<file path="src/sv/joint_speed_pid_controller_top_defines.svh">
// assertion helpers shared by the controller top level
`ifndef JOINT_SPEED_PID_CONTROLLER_TOP_DEFINES_SVH
`define JOINT_SPEED_PID_CONTROLLER_TOP_DEFINES_SVH

// same-cycle implication, checked on every rising edge outside reset
`define JSPC_ASSERT_IMPLY(label, ante, cons) \
   label: assert property (@(posedge clock) disable iff (reset) (ante) |-> (cons)) \
      else $error("jspc implication check failed");

// next-cycle implication
`define JSPC_ASSERT_NEXT(label, ante, cons) \
   label: assert property (@(posedge clock) disable iff (reset) (ante) |=> (cons)) \
      else $error("jspc next-cycle check failed");

`endif

</file>
<file path="src/sv/jspc_pkg.sv">
package jspc_pkg;

   localparam int DataWidth     = 16;
   localparam int LimWidth      = 15;
   localparam int CsrIndexWidth = 3;
   localparam int ProdWidth     = 2 * DataWidth;
   localparam int AccWidth      = ProdWidth + 2;
   localparam int PidDivisor    = 32;
   localparam int PidShift      = $clog2(PidDivisor);

   typedef enum logic [1:0] {
      MODE_OFF    = 2'd0,
      MODE_DIRECT = 2'd1,
      MODE_PID    = 2'd2,
      MODE_HOLD   = 2'd3
   } mode_type;

   typedef enum logic [CsrIndexWidth-1:0] {
      REG_SPEED_CAP      = 3'd0,
      REG_SLOPE_LIMIT    = 3'd1,
      REG_INTEGRAL_LIMIT = 3'd2,
      REG_GAIN_P         = 3'd3,
      REG_GAIN_I         = 3'd4,
      REG_GAIN_D         = 3'd5,
      REG_PWM_LIMIT      = 3'd6,
      REG_PWM_DEADBAND   = 3'd7
   } csr_index_type;

   typedef struct packed {
      logic [LimWidth-1:0]         speed_cap;
      logic [LimWidth-1:0]         slope_limit;
      logic [LimWidth-1:0]         integral_limit;
      logic signed [DataWidth-1:0] gain_p;
      logic signed [DataWidth-1:0] gain_i;
      logic signed [DataWidth-1:0] gain_d;
      logic [LimWidth-1:0]         pwm_limit;
      logic [LimWidth-1:0]         pwm_deadband;
   } cfg_type;

   // fields carried along the pipeline to the result
   typedef struct packed {
      logic signed [DataWidth-1:0] speed;
      logic [DataWidth-1:0]        position;
      mode_type                    mode;
      logic signed [DataWidth-1:0] command;
      logic signed [DataWidth-1:0] target;
      logic signed [DataWidth-1:0] ramp;
   } tick_type;

   typedef struct packed {
      tick_type                    tick;
      logic signed [DataWidth-1:0] error;
      logic signed [DataWidth-1:0] error_sum;
      logic signed [DataWidth-1:0] error_delta;
   } front_type;

   typedef struct packed {
      tick_type                    tick;
      logic signed [ProdWidth-1:0] prod_p;
      logic signed [ProdWidth-1:0] prod_i;
      logic signed [ProdWidth-1:0] prod_d;
   } gain_type;

   function automatic logic signed [DataWidth-1:0] limit_sym(
      input logic signed [DataWidth-1:0] value,
      input logic [LimWidth-1:0]         limit
   );
      logic signed [DataWidth:0] wide;
      logic signed [DataWidth:0] high;
      logic signed [DataWidth:0] low;
      wide = {value[DataWidth-1], value};
      high = $signed({2'b00, limit});
      low  = -high;
      if (wide > high) begin
         limit_sym = high[DataWidth-1:0];
      end else if (wide < low) begin
         limit_sym = low[DataWidth-1:0];
      end else begin
         limit_sym = value;
      end
   endfunction

   // true when the magnitude lies strictly inside the band
   function automatic logic in_deadband(
      input logic signed [DataWidth-1:0] value,
      input logic [LimWidth-1:0]         band
   );
      logic signed [DataWidth:0] wide;
      logic signed [DataWidth:0] high;
      wide = {value[DataWidth-1], value};
      high = $signed({2'b00, band});
      in_deadband = (wide < high) && (wide > -high);
   endfunction

   // divide by the pid divisor rounding toward zero, keep the low 16 bits
   function automatic logic signed [DataWidth-1:0] scale_down(
      input logic signed [AccWidth-1:0] acc
   );
      logic [AccWidth-1:0] biased;
      biased = acc + (acc[AccWidth-1] ? AccWidth'(PidDivisor - 1) : AccWidth'(0));
      scale_down = biased[PidShift +: DataWidth];
   endfunction

endpackage

</file>
<file path="src/sv/jspc_front.sv">
module jspc_front (
   input  logic                                    clock,
   input  logic                                    reset,
   input  jspc_pkg::cfg_type                       cfg,
   input  logic                                    in_valid,
   output logic                                    in_ready,
   input  logic [jspc_pkg::DataWidth-1:0]          in_encoder_count,
   input  logic [1:0]                              in_mode,
   input  logic signed [jspc_pkg::DataWidth-1:0]   in_speed_command,
   output logic                                    out_valid,
   input  logic                                    out_ready,
   output jspc_pkg::front_type                     out_data
);

   logic                                   capt_valid_ff;
   logic [jspc_pkg::DataWidth-1:0]         capt_enc_ff;
   jspc_pkg::mode_type                     capt_mode_ff;
   logic signed [jspc_pkg::DataWidth-1:0]  capt_cmd_ff;

   logic                                   front_valid_ff, front_valid_in;
   jspc_pkg::front_type                    front_ff, front_in;

   logic [jspc_pkg::DataWidth-1:0]         last_pos_ff, last_pos_in;
   logic signed [jspc_pkg::DataWidth-1:0]  error_sum_ff, error_sum_in;
   logic signed [jspc_pkg::DataWidth-1:0]  last_error_ff, last_error_in;
   logic signed [jspc_pkg::DataWidth-1:0]  held_target_ff, held_target_in;

   logic                                   advance;
   logic signed [jspc_pkg::DataWidth-1:0]  speed;
   logic signed [jspc_pkg::DataWidth-1:0]  clamped_target;
   logic signed [jspc_pkg::DataWidth-1:0]  speed_gap;
   logic signed [jspc_pkg::DataWidth-1:0]  error;
   logic signed [jspc_pkg::DataWidth-1:0]  raw_sum;
   logic signed [jspc_pkg::DataWidth-1:0]  pid_sum;

   assign advance   = !front_valid_ff || out_ready;
   assign in_ready  = !capt_valid_ff || advance;
   assign out_valid = front_valid_ff;
   assign out_data  = front_ff;

   always_comb begin
      speed          = capt_enc_ff - last_pos_ff;
      clamped_target = jspc_pkg::limit_sym(capt_cmd_ff, cfg.speed_cap);
      speed_gap      = clamped_target - speed;
      error          = jspc_pkg::limit_sym(speed_gap, cfg.slope_limit);
      raw_sum        = error_sum_ff + error;
      pid_sum        = jspc_pkg::limit_sym(raw_sum, cfg.integral_limit);

      last_pos_in    = last_pos_ff;
      error_sum_in   = error_sum_ff;
      last_error_in  = last_error_ff;
      held_target_in = held_target_ff;
      front_valid_in = front_valid_ff;
      front_in       = front_ff;

      if (advance) begin
         front_valid_in = capt_valid_ff;
      end

      if (advance && capt_valid_ff) begin
         last_pos_in = capt_enc_ff;
         case (capt_mode_ff)
            jspc_pkg::MODE_OFF: begin
               error_sum_in = '0;
            end
            jspc_pkg::MODE_PID: begin
               error_sum_in   = pid_sum;
               last_error_in  = error;
               held_target_in = clamped_target;
            end
            default: begin
            end
         endcase

         front_in.tick.speed    = speed;
         front_in.tick.position = capt_enc_ff;
         front_in.tick.mode     = capt_mode_ff;
         front_in.tick.command  = capt_cmd_ff;
         front_in.tick.target   = (capt_mode_ff == jspc_pkg::MODE_PID) ?
                                  clamped_target : held_target_ff;
         front_in.tick.ramp     = speed + error;
         front_in.error         = error;
         front_in.error_sum     = pid_sum;
         front_in.error_delta   = error - last_error_ff;
      end
   end

   always_ff @(posedge clock) begin
      if (reset) begin
         capt_valid_ff  <= 1'b0;
         front_valid_ff <= 1'b0;
         last_pos_ff    <= '0;
         error_sum_ff   <= '0;
         last_error_ff  <= '0;
         held_target_ff <= '0;
      end else begin
         if (in_ready) begin
            capt_valid_ff <= in_valid;
         end
         front_valid_ff <= front_valid_in;
         last_pos_ff    <= last_pos_in;
         error_sum_ff   <= error_sum_in;
         last_error_ff  <= last_error_in;
         held_target_ff <= held_target_in;
      end
   end

   always_ff @(posedge clock) begin
      if (in_ready && in_valid) begin
         capt_enc_ff  <= in_encoder_count;
         capt_mode_ff <= jspc_pkg::mode_type'(in_mode);
         capt_cmd_ff  <= in_speed_command;
      end
      front_ff <= front_in;
   end

endmodule

</file>
<file path="src/sv/jspc_gain.sv">
module jspc_gain (
   input  logic                clock,
   input  logic                reset,
   input  jspc_pkg::cfg_type   cfg,
   input  logic                in_valid,
   output logic                in_ready,
   input  jspc_pkg::front_type in_data,
   output logic                out_valid,
   input  logic                out_ready,
   output jspc_pkg::gain_type  out_data
);

   logic               gain_valid_ff;
   jspc_pkg::gain_type gain_ff, gain_in;

   assign in_ready  = !gain_valid_ff || out_ready;
   assign out_valid = gain_valid_ff;
   assign out_data  = gain_ff;

   always_comb begin
      gain_in.tick   = in_data.tick;
      gain_in.prod_p = jspc_pkg::ProdWidth'(cfg.gain_p)
                       * jspc_pkg::ProdWidth'(in_data.error);
      gain_in.prod_i = jspc_pkg::ProdWidth'(cfg.gain_i)
                       * jspc_pkg::ProdWidth'(in_data.error_sum);
      gain_in.prod_d = jspc_pkg::ProdWidth'(cfg.gain_d)
                       * jspc_pkg::ProdWidth'(in_data.error_delta);
   end

   always_ff @(posedge clock) begin
      if (reset) begin
         gain_valid_ff <= 1'b0;
      end else if (in_ready) begin
         gain_valid_ff <= in_valid;
      end
   end

   always_ff @(posedge clock) begin
      if (in_ready && in_valid) begin
         gain_ff <= gain_in;
      end
   end

endmodule

</file>
<file path="src/sv/jspc_drive.sv">
module jspc_drive (
   input  logic                                  clock,
   input  logic                                  reset,
   input  jspc_pkg::cfg_type                     cfg,
   input  logic                                  in_valid,
   output logic                                  in_ready,
   input  jspc_pkg::gain_type                    in_data,
   output logic                                  out_valid,
   input  logic                                  out_ready,
   output logic signed [jspc_pkg::DataWidth-1:0] out_measured_speed,
   output logic [jspc_pkg::DataWidth-1:0]        out_position,
   output logic [1:0]                            out_mode_echo,
   output logic signed [jspc_pkg::DataWidth-1:0] out_reported_pwm,
   output logic signed [jspc_pkg::DataWidth-1:0] out_target_speed,
   output logic signed [jspc_pkg::DataWidth-1:0] out_drive_output
);

   logic                                  scale_valid_ff;
   jspc_pkg::tick_type                    scale_tick_ff;
   logic signed [jspc_pkg::DataWidth-1:0] scale_pid_ff, scale_pid_in;
   logic                                  scale_ready;

   logic                                  rsp_valid_ff;
   logic                                  rsp_load;
   logic signed [jspc_pkg::DataWidth-1:0] drive_ff, drive_in;
   logic signed [jspc_pkg::DataWidth-1:0] speed_ff;
   logic [jspc_pkg::DataWidth-1:0]        position_ff;
   jspc_pkg::mode_type                    mode_ff;
   logic signed [jspc_pkg::DataWidth-1:0] reported_ff;
   logic signed [jspc_pkg::DataWidth-1:0] target_ff;

   logic signed [jspc_pkg::AccWidth-1:0]  acc;
   logic signed [jspc_pkg::DataWidth-1:0] drive_sum;
   logic signed [jspc_pkg::DataWidth-1:0] drive_clamped;
   logic signed [jspc_pkg::DataWidth-1:0] pid_drive;

   assign rsp_load    = !rsp_valid_ff || out_ready;
   assign scale_ready = !scale_valid_ff || rsp_load;
   assign in_ready    = scale_ready;

   always_comb begin
      acc = jspc_pkg::AccWidth'(in_data.prod_p) + jspc_pkg::AccWidth'(in_data.prod_i)
            + jspc_pkg::AccWidth'(in_data.prod_d);
      scale_pid_in = jspc_pkg::scale_down(acc);
   end

   always_comb begin
      drive_sum     = scale_tick_ff.ramp + scale_pid_ff;
      drive_clamped = jspc_pkg::limit_sym(drive_sum, cfg.pwm_limit);
      pid_drive     = jspc_pkg::in_deadband(drive_clamped, cfg.pwm_deadband) ?
                      '0 : drive_clamped;
      case (scale_tick_ff.mode)
         jspc_pkg::MODE_OFF:    drive_in = '0;
         jspc_pkg::MODE_DIRECT: drive_in = scale_tick_ff.command;
         jspc_pkg::MODE_PID:    drive_in = pid_drive;
         default:               drive_in = drive_ff;
      endcase
   end

   always_ff @(posedge clock) begin
      if (reset) begin
         scale_valid_ff <= 1'b0;
         rsp_valid_ff   <= 1'b0;
         drive_ff       <= '0;
      end else begin
         if (scale_ready) begin
            scale_valid_ff <= in_valid;
         end
         if (rsp_load) begin
            rsp_valid_ff <= scale_valid_ff;
         end
         // drive only moves when a beat lands in the result register
         if (rsp_load && scale_valid_ff) begin
            drive_ff <= drive_in;
         end
      end
   end

   always_ff @(posedge clock) begin
      if (scale_ready && in_valid) begin
         scale_tick_ff <= in_data.tick;
         scale_pid_ff  <= scale_pid_in;
      end
      if (rsp_load && scale_valid_ff) begin
         speed_ff    <= scale_tick_ff.speed;
         position_ff <= scale_tick_ff.position;
         mode_ff     <= scale_tick_ff.mode;
         reported_ff <= drive_ff;
         target_ff   <= scale_tick_ff.target;
      end
   end

   assign out_valid          = rsp_valid_ff;
   assign out_measured_speed = speed_ff;
   assign out_position       = position_ff;
   assign out_mode_echo      = mode_ff;
   assign out_reported_pwm   = reported_ff;
   assign out_target_speed   = target_ff;
   assign out_drive_output   = drive_ff;

endmodule

</file>
<file path="src/sv/joint_speed_pid_controller_top.sv">
// Speed controller for one joint: each request beat is one control tick carrying an encoder
// reading, a mode and a speed command, and produces exactly one response beat. The block takes
// one beat per clock cycle when the response side is not stalled, and raises rsp_valid with the
// result once the beat has passed the five register stages, from which the rate comes (input
// capture, the position and integral update, the gain multipliers, the divide-by-32 scaling,
// the drive clamp/deadband with the drive register), each handing on one beat per cycle.
// Stalls on rsp_ready only back up as far as the first empty stage. Registers are written
// through the csr_ port and should only be changed while no beat is in flight.
`include "joint_speed_pid_controller_top_defines.svh"

module joint_speed_pid_controller_top (
   input  logic                                  clock,
   input  logic                                  reset,
   input  logic                                  req_valid,
   output logic                                  req_ready,
   input  logic [jspc_pkg::DataWidth-1:0]        req_encoder_count,
   input  logic [1:0]                            req_mode,
   input  logic signed [jspc_pkg::DataWidth-1:0] req_speed_command,
   output logic                                  rsp_valid,
   input  logic                                  rsp_ready,
   output logic signed [jspc_pkg::DataWidth-1:0] rsp_measured_speed,
   output logic [jspc_pkg::DataWidth-1:0]        rsp_position,
   output logic [1:0]                            rsp_mode_echo,
   output logic signed [jspc_pkg::DataWidth-1:0] rsp_reported_pwm,
   output logic signed [jspc_pkg::DataWidth-1:0] rsp_target_speed,
   output logic signed [jspc_pkg::DataWidth-1:0] rsp_drive_output,
   input  logic                                  csr_write_enable,
   input  logic [jspc_pkg::CsrIndexWidth-1:0]    csr_index,
   input  logic [jspc_pkg::DataWidth-1:0]        csr_write_data
);

   jspc_pkg::cfg_type   cfg_ff, cfg_in;

   logic                front_valid, front_ready;
   jspc_pkg::front_type front_data;
   logic                gain_valid, gain_ready;
   jspc_pkg::gain_type  gain_data;

   logic signed [jspc_pkg::DataWidth-1:0] pwm_high;
   logic                                  rsp_is_off;
   logic                                  rsp_is_hold;
   logic                                  rsp_is_pid;
   logic                                  rsp_in_limit;
   logic                                  rsp_take;

   always_comb begin
      cfg_in = cfg_ff;
      if (csr_write_enable) begin
         case (jspc_pkg::csr_index_type'(csr_index))
            jspc_pkg::REG_SPEED_CAP:
               cfg_in.speed_cap = csr_write_data[jspc_pkg::LimWidth-1:0];
            jspc_pkg::REG_SLOPE_LIMIT:
               cfg_in.slope_limit = csr_write_data[jspc_pkg::LimWidth-1:0];
            jspc_pkg::REG_INTEGRAL_LIMIT:
               cfg_in.integral_limit = csr_write_data[jspc_pkg::LimWidth-1:0];
            jspc_pkg::REG_GAIN_P:       cfg_in.gain_p = csr_write_data;
            jspc_pkg::REG_GAIN_I:       cfg_in.gain_i = csr_write_data;
            jspc_pkg::REG_GAIN_D:       cfg_in.gain_d = csr_write_data;
            jspc_pkg::REG_PWM_LIMIT:
               cfg_in.pwm_limit = csr_write_data[jspc_pkg::LimWidth-1:0];
            jspc_pkg::REG_PWM_DEADBAND:
               cfg_in.pwm_deadband = csr_write_data[jspc_pkg::LimWidth-1:0];
            default: begin
            end
         endcase
      end
   end

   always_ff @(posedge clock) begin
      if (reset) begin
         cfg_ff <= '0;
      end else begin
         cfg_ff <= cfg_in;
      end
   end

   jspc_front u_front (
      .clock            (clock),
      .reset            (reset),
      .cfg              (cfg_ff),
      .in_valid         (req_valid),
      .in_ready         (req_ready),
      .in_encoder_count (req_encoder_count),
      .in_mode          (req_mode),
      .in_speed_command (req_speed_command),
      .out_valid        (front_valid),
      .out_ready        (front_ready),
      .out_data         (front_data)
   );

   jspc_gain u_gain (
      .clock     (clock),
      .reset     (reset),
      .cfg       (cfg_ff),
      .in_valid  (front_valid),
      .in_ready  (front_ready),
      .in_data   (front_data),
      .out_valid (gain_valid),
      .out_ready (gain_ready),
      .out_data  (gain_data)
   );

   jspc_drive u_drive (
      .clock              (clock),
      .reset              (reset),
      .cfg                (cfg_ff),
      .in_valid           (gain_valid),
      .in_ready           (gain_ready),
      .in_data            (gain_data),
      .out_valid          (rsp_valid),
      .out_ready          (rsp_ready),
      .out_measured_speed (rsp_measured_speed),
      .out_position       (rsp_position),
      .out_mode_echo      (rsp_mode_echo),
      .out_reported_pwm   (rsp_reported_pwm),
      .out_target_speed   (rsp_target_speed),
      .out_drive_output   (rsp_drive_output)
   );

   assign pwm_high     = $signed({1'b0, cfg_ff.pwm_limit});
   assign rsp_is_off   = rsp_valid && (rsp_mode_echo == jspc_pkg::MODE_OFF);
   assign rsp_is_hold  = rsp_valid && (rsp_mode_echo == jspc_pkg::MODE_HOLD);
   assign rsp_is_pid   = rsp_valid && (rsp_mode_echo == jspc_pkg::MODE_PID);
   assign rsp_in_limit = (rsp_drive_output <= pwm_high) && (rsp_drive_output >= -pwm_high);
   assign rsp_take     = rsp_valid && rsp_ready;

   `JSPC_ASSERT_IMPLY(a_off_zero, rsp_is_off, rsp_drive_output == '0)
   `JSPC_ASSERT_IMPLY(a_hold_keeps, rsp_is_hold, rsp_drive_output == rsp_reported_pwm)
   `JSPC_ASSERT_IMPLY(a_pid_in_limit, rsp_is_pid, rsp_in_limit)
   `JSPC_ASSERT_IMPLY(a_empty_ready, !rsp_valid, req_ready)
   `JSPC_ASSERT_NEXT(a_chain, rsp_take, !rsp_valid || rsp_reported_pwm == $past(rsp_drive_output))

endmodule

</file>
<file path="config.mk">
export PLATFORM = sky130hd
export DESIGN_NAME = joint_speed_pid_controller_top
export DESIGN_NICKNAME = d
export VERILOG_FILES = /design/src/sv/jspc_pkg.sv /design/src/sv/jspc_front.sv /design/src/sv/jspc_gain.sv /design/src/sv/jspc_drive.sv /design/src/sv/joint_speed_pid_controller_top.sv
export VERILOG_INCLUDE_DIRS = /design/src /design/src/sv
export SDC_FILE = /design/constraint.sdc
export NUM_CORES = 2
export LEC_CHECK = 0
export BUFFER_PORTS_ARGS = -buffer_cell sky130_fd_sc_hd__buf_2
export CAP_MARGIN = 20
export CORE_MARGIN = 10
export CORE_UTILIZATION = 60
export CTS_BUF_LIST = sky130_fd_sc_hd__clkbuf_16
export CTS_CLUSTER_DIAMETER = 80
export DETAILED_ROUTE_END_ITERATION = 12
export GPL_TIMING_DRIVEN = 0
export PLACE_DENSITY = 0.77
export SYNTH_ARGS = -nofsm -noshare
export SYNTH_HDL_FRONTEND = slang
export SYNTH_HIERARCHICAL = 1
export SYNTH_SLANG_ARGS = --single-unit
</file>
<file path="constraint.sdc">
create_clock -name clock -period 23.5 [get_ports clock]
set_clock_uncertainty 0.1 [all_clocks]
set_input_delay 1.175 -clock clock [delete_from_list [all_inputs] [get_ports clock]]
set_output_delay 1.175 -clock clock [all_outputs]
set_load 0.02 [all_outputs]
</file>
After elaboration in Yosys (flattened, before gate mapping)

Cells that the tools add are included.

Output and inout port bits: 84
Register bits after elaboration: 714
Logic and storage cells: 133

Equality and inequality tests: 10
$add $sub $neg: 14
$lt $le $gt $ge: 10
Reduce and logical (&&, ||, !) cells: 32
$mul: 3
Multiplexer cells: 13

Operators by type and width:

| operator             | count |
|---|---|
| $mux W16             | 10 |
| $mul A16 B16 Y32     | 3 |
| $neg A15 Y17         | 5 |
| $lt A16 B17 Y1       | 4 |
| $gt A16 B16 Y1       | 4 |
| $add A16 B16 Y16     | 3 |
| $pmux W16 S3         | 1 |
| $sub A16 B16 Y16     | 3 |
| $add A33 B32 Y34     | 1 |
| $add A32 B32 Y33     | 1 |
| $pmux W16 S2         | 1 |
| $reduce_and A2 Y1    | 11 |
| $add A21 B21 Y21     | 1 |
| $gt A16 B17 Y1       | 1 |
| $lt A16 B16 Y1       | 1 |
| $eq A3 B3 Y1 const B | 4 |
| $eq A3 B2 Y1 const B | 2 |
| $logic_and A1 B1 Y1  | 6 |
| $logic_not A1 Y1     | 5 |
| $logic_or A1 B1 Y1   | 5 |
| $mux W5              | 1 |
| $eq A2 B2 Y1 const B | 2 |
| $logic_not A2 Y1     | 2 |
| $eq A3 B1 Y1 const B | 1 |
| other kinds (4)      | 4 |

Depth between registers and ports, before layout

Depth after elaboration: 13
Gate-level depth with buffers: 66

Hierarchy

The synthesis kept the hierarchy.

Modules (own cells, without submodules):

| module                         | cells each | times used | sequential area each (um^2) | area an instance (um^2) |
|---|---|---|---|---|
| jspc_gain                      | 3447       | 1          | 5365.1                      | 34938.5 |
| jspc_front                     | 1554       | 1          | 6246.0                      | 15349.7 |
| jspc_drive                     | 985        | 1          | 5285.1                      | 11432.2 |
| joint_speed_pid_controller_top | 442        | 1          | 2462.4                      | 4903.5 |

Worst setup path after synthesis

Ideal clock, no wire load.

Path kind: register -> register
Start point: register cfg_ff[109] (netlist name)
End point: register u_front.front_ff, in the netlist u_front/out_data[18] (data pin)
Required time: 23145 ps
Library setup time: 255 ps
Clock period less this slack: 14155 ps
Path slack: 9345 ps
Cell stages (with the launch flop): 62
Buffers on the path: 6
Data arrival time: 13801 ps
Path through: dfxtp_1 -> inv_1 -> ha_1 -> or3b_2 -> clkbuf_1 -> nor2_1 -> nand4_1 -> or3_1 -> xnor2_1 -> ha_1 -> and4_1 -> nand3_1 -> a211oi_1 -> a21oi_1 -> o21ai_2 -> clkbuf_1 -> clkbuf_1 -> nand2_1 -> [... 26 more ...] -> a21o_1 -> a21o_1 -> a21o_1 -> a21o_1 -> a21o_1 -> a31o_2 -> a211oi_1 -> xor2_1 -> xnor2_1 -> ha_1 -> and4_1 -> o21a_1 -> or2_2 -> clkbuf_1 -> clkbuf_1 -> a21oi_1 -> a211o_1 -> and2_1

Word-level cells in the longest chain between the ends: 12

Ends and longest elaborated chain:

| item                         | RTL line                             | RTL |
|---|---|---|
| start, declared              | joint_speed_pid_controller_top.sv:32 | `jspc_pkg::cfg_type cfg_ff, cfg_in;` |
| start signal, assigned       | joint_speed_pid_controller_top.sv:73 | `cfg_ff <= cfg_in;` |
| $neg A15 Y17                 | jspc_pkg.sv:73                       | `low = -high;` |
| $lt A16 B17 Y1               | jspc_pkg.sv:76                       | `end else if (wide < low) begin` |
| $mux W16                     | jspc_pkg.sv:76                       |  |
| $mux W16 *                   | jspc_pkg.sv:74                       | `if (wide > high) begin` |
| $sub A16 B16 Y16 *           | jspc_front.sv:44                     | `speed_gap = clamped_target - speed;` |
| $lt A16 B17 Y1               | jspc_pkg.sv:76                       |  |
| $mux W16                     | jspc_pkg.sv:76                       |  |
| $mux W16 *                   | jspc_pkg.sv:74                       |  |
| net u_front.error, one bit   | jspc_front.sv:32                     | `logic signed [jspc_pkg::DataWidth-1:0] error;` |
| $add A16 B16 Y16 *           | jspc_front.sv:46                     | `raw_sum = error_sum_ff + error;` |
| $lt A16 B17 Y1               | jspc_pkg.sv:76                       |  |
| $mux W16                     | jspc_pkg.sv:76                       |  |
| $mux W16 *                   | jspc_pkg.sv:74                       |  |
| net u_front.pid_sum, one bit | jspc_front.sv:34                     | `logic signed [jspc_pkg::DataWidth-1:0] pid_sum;` |
| end signal, assigned         | jspc_front.sv:114                    | `front_ff <= front_in;` |
| end, declared                | jspc_front.sv:21                     | `jspc_pkg::front_type front_ff, front_in;` |

Mark *: on every way through the listed nets, which the timed path passes. The rest lies on a longest branch.
A chain may end at the register's enable or synchronous reset.

Final worst setup path

Start point: register cfg_ff[108] (netlist name)
End point: register u_front.front_ff, in the netlist u_front/out_data[18] (data pin)

The elaborated chain is that of the path after synthesis.

==> results.md <==
* Global-route wire length before repair at 285,000 µm
* Critical path startpoint category: flop
* Final ANT Viol Nets at 0
* Ports at 142
* Delay-heaviest family, CP: compound AO/OA/AOI/OAI gates
* HPWL Detailed at about 150,000 µm
* Routed WL at 184,700 µm
* Post-Syn Instances at 6,428
* Clk buf depth at 3
* Hold buffers post-CTS at 0
* Tot Pwr at 8.941 mW
* Cts bufs inserted at 77
* I/O Buffers at 141
* Most frequent cells in the layout: inv_1, fa_1, nand2_1
* DIE WIDTH at 353.2 µm
* CP max-delay cell: a2bb2oi_1
* CP endpoint kind: flop
* Leakage power at roughly 33 nW
* Crit Reg-Reg Startpoint: cfg_ff[108]
* FMAX at 0.05403 GHz
* Vias in the first global route at 48,830
* Design Area, Final at about 72,000 µm²
* # setup viols final at 0
* Crit Path Class: flop to flop
* Die area at 124,800 µm²
* Hold path endpoint: u_gain/out_data[131]
* Crit path buf inv count at 8
* Register bit total from synthesis at ~710
* Vias post-DR at 47,930
* Asr flop ratio synth at 0%
* Post-Syn Area per Cell at roughly 10 µm²
* Register area share after synthesis at 29.06%
* R2R depth at 61
* RSZ-0062 raised after global routing: no
* Tot GR Track Use at 29.43%
* Later-pin clock latency in the skew report at 0.65 ns
* Worst Path Required at 23.78 ns
* Dpl cells at 8,078
* Die span in y at 353.2 µm
* Slew @ Worst Pin at roughly 1.2 ns
* Final Hold Viols at 0
* CORE AREA at 110,500 µm²
* Relative slew slack at about 18%
* Initial antenna violation count at 17
* Slew Viols, Final at 0
* Final nets at 8,081
* Setup WS post-layout at about 5 ns
* Worst slack at placement at roughly 5.7 ns
* Leading cell type in the layout, fill and taps excluded: inv_1
* Cts repair resizes at 0
* Drt drc at 0
* HP Start: u_front/out_data[83]
* Yosys cell types at 117
* CP arrival at 18.79 ns
* Row count at 122
* Placed inst area at 69,560 µm²
* Hold Path Depth at 0
* CTS tree: yes
* Vias per Instance at just under 6
* Gp weighted congestion at about 0.97
* Minimum clock period at 18.51 ns
* TritonRoute pass-1 iters at 8
* Mapped Area at 66,620 µm²
* Non-Filler Instances at 8,231
* Final hold slack at 0.3114 ns
* Total gr overflow at 0
* Internal reg-to-reg setup slack at 4.99 ns
* CP max FO at 10
* Core Util, Final at 65.34%
* Max VDD drop at around 0.16 mV
* Area growth, synth to finish at 8.389%
* Syn Nets at 7,838
* Layout cells sized above 1 at under 10%
* Worst-path clk slew at 0.06 ns
* Detailed router's first-iteration violation count at between 4,000 and 5,000
* Max-Cap Viols at 0
* Status: finished clean
* EDFF count, synth at 506
* Reg2reg end: u_front/out_data[18]
* Clock Sinks at 714
* Slowest cell delay on critical path at 0.85 ns
* CTS Root Cell: clkbuf_16
* Synth Warn # at 6
* Wire per inst at 22.44 µm
* Worst path depth at a little over 60
* Largest net degree at the start of global routing at 67
* Post-synth top flop: edfxtp_1
* Htree depth at 3
* Initial core utilization at between 60% and 70%
* Worst Hold Class: flop to flop
* Post-route clock period utilization at about four fifths
* Post-CTS Setup Inserts at 0
* Pwr Density at approximately 120 nW/µm²
* Final TNS setup at 0 ns
-- state kept, by name (all words and copies together) (netlist names) --
signal                      flops
u_drive/out_position           16
u_drive/out_reported_pwm       16
u_front/capt_enc_ff            16
u_front/capt_cmd_ff            16
u_drive/out_mode_echo           2
u_drive/out_drive_output       16
u_front/error_sum_ff           16
u_front/last_pos_ff            16
u_front/capt_mode_ff            2
u_gain/out_data               178
u_gain/out_valid                1
u_drive/out_valid               1
u_drive/scale_valid_ff          1
u_front/out_valid               1
u_drive/out_target_speed       16
u_front/capt_valid_ff           1
u_drive/scale_tick_ff          82
u_drive/out_measured_speed     16
u_front/held_target_ff         16
u_front/last_error_ff          16
u_front/out_data              130
cfg_ff                        123
u_drive/scale_pid_ff           16
-- kinds of logic after synthesis --
group	after synthesis	synth area share (%)
adders and majority gates	1354	34.72
buffers and inverters	1295	7.437
AOI/OAI and AO/OA	890	8.943
muxes	173	2.699
xor gates and xnor gates	274	3.715
and+or+nand+nor	1728	13.43
DFF	714	29.06
-- metal layers --
layer,up-vias,wire (µm),global-route usage [%]
li1,21580,-,-
met1,23930,74810,39.27
met5,-,55,0
met4,10,8671,12.65
met2,1972,86100,47.24
met3,440,15080,5.107
-- where the power goes --
| part | leakage (nW) | total (mW) | internal [mW] | switching (mW) |
|---|---|---|---|---|
| logic | 25.3 | 5.79 | 2.24 | 3.54 |
| registers | 6.38 | 1.92 | 1.70 | 0.219 |
| clock network | 1.32 | 1.23 | 0.697 | 0.537 |
| total | 33.0 | 8.94 | 4.64 | 4.30 |
-- cell usage after synthesis (12+ instances only) --
cell type | instances | area [µm²]
inv_1 | 1082 | 4061
fa_1 | 825 | 16520
nand2_1 | 564 | 2117
ha_1 | 527 | 6594
edfxtp_1 | 506 | 15190
and2_1 | 394 | 2465
a21oi_1 | 232 | 1161
xnor2_1 | 210 | 1839
dfxtp_1 | 208 | 4164
nor2_1 | 208 | 780.8
nand2b_1 | 192 | 1201
clkbuf_1 | 177 | 664.4
o21ai_0 | 173 | 865.8
mux2i_1 | 145 | 1451
a21o_1 | 106 | 795.8
nor3_1 | 88 | 440.4
xor2_1 | 59 | 516.8
nand3_1 | 55 | 275.3
o21a_1 | 40 | 300.3
nand4_1 | 35 | 219.0
nor2b_1 | 34 | 212.7
a211oi_1 | 33 | 247.7
or3_1 | 33 | 206.5
a22o_1 | 32 | 280.3
and3_1 | 32 | 200.2
a31oi_1 | 29 | 181.4
o21bai_1 | 28 | 210.2
o31ai_1 | 22 | 165.2
nor4_1 | 20 | 125.1
o21ai_1 | 20 | 100.1
mux2_2 | 19 | 214.0
o211ai_1 | 18 | 135.1
buf_2 | 15 | 75.07
a21boi_0 | 14 | 105.1
and4_1 | 12 | 105.1
-- final cells by class --
class | count | area (µm²)
tap | 1488 | 1862
multi-input combinational | 4419 | 42320
clock inverter | 65 | 661.9
clock buffer | 78 | 1952
fill | 8712 | 38300
buffer | 209 | 883.3
timing repair buffer | 164 | 1075
inverter | 1086 | 4076
antenna | 8 | 20.02
sequential | 714 | 19360
-- how the worst max path moves through the flow --
stage | start | end
finish | cfg_ff[108] | u_front/out_data[18]
global route | cfg_ff[108] | u_front/error_sum_ff[1]
CTS | cfg_ff[108] | u_front/error_sum_ff[1]
detailed placement | cfg_ff[108] | u_front/error_sum_ff[1]
global placement | cfg_ff[109] | u_front/error_sum_ff[1]
floorplan | cfg_ff[109] | u_front/out_data[18]
-- worst register-to-register path, delay by kind of cell, from the launching register on --
kind            cells  cell delay, ns
compound gates     27            7.07
xor+xnor            2            0.51
fa+ha+maj           8            2.39
buf+inv             8            2.96
flops               1            0.39
simple gates       16            4.79
(Power assumes the default switching activity.)
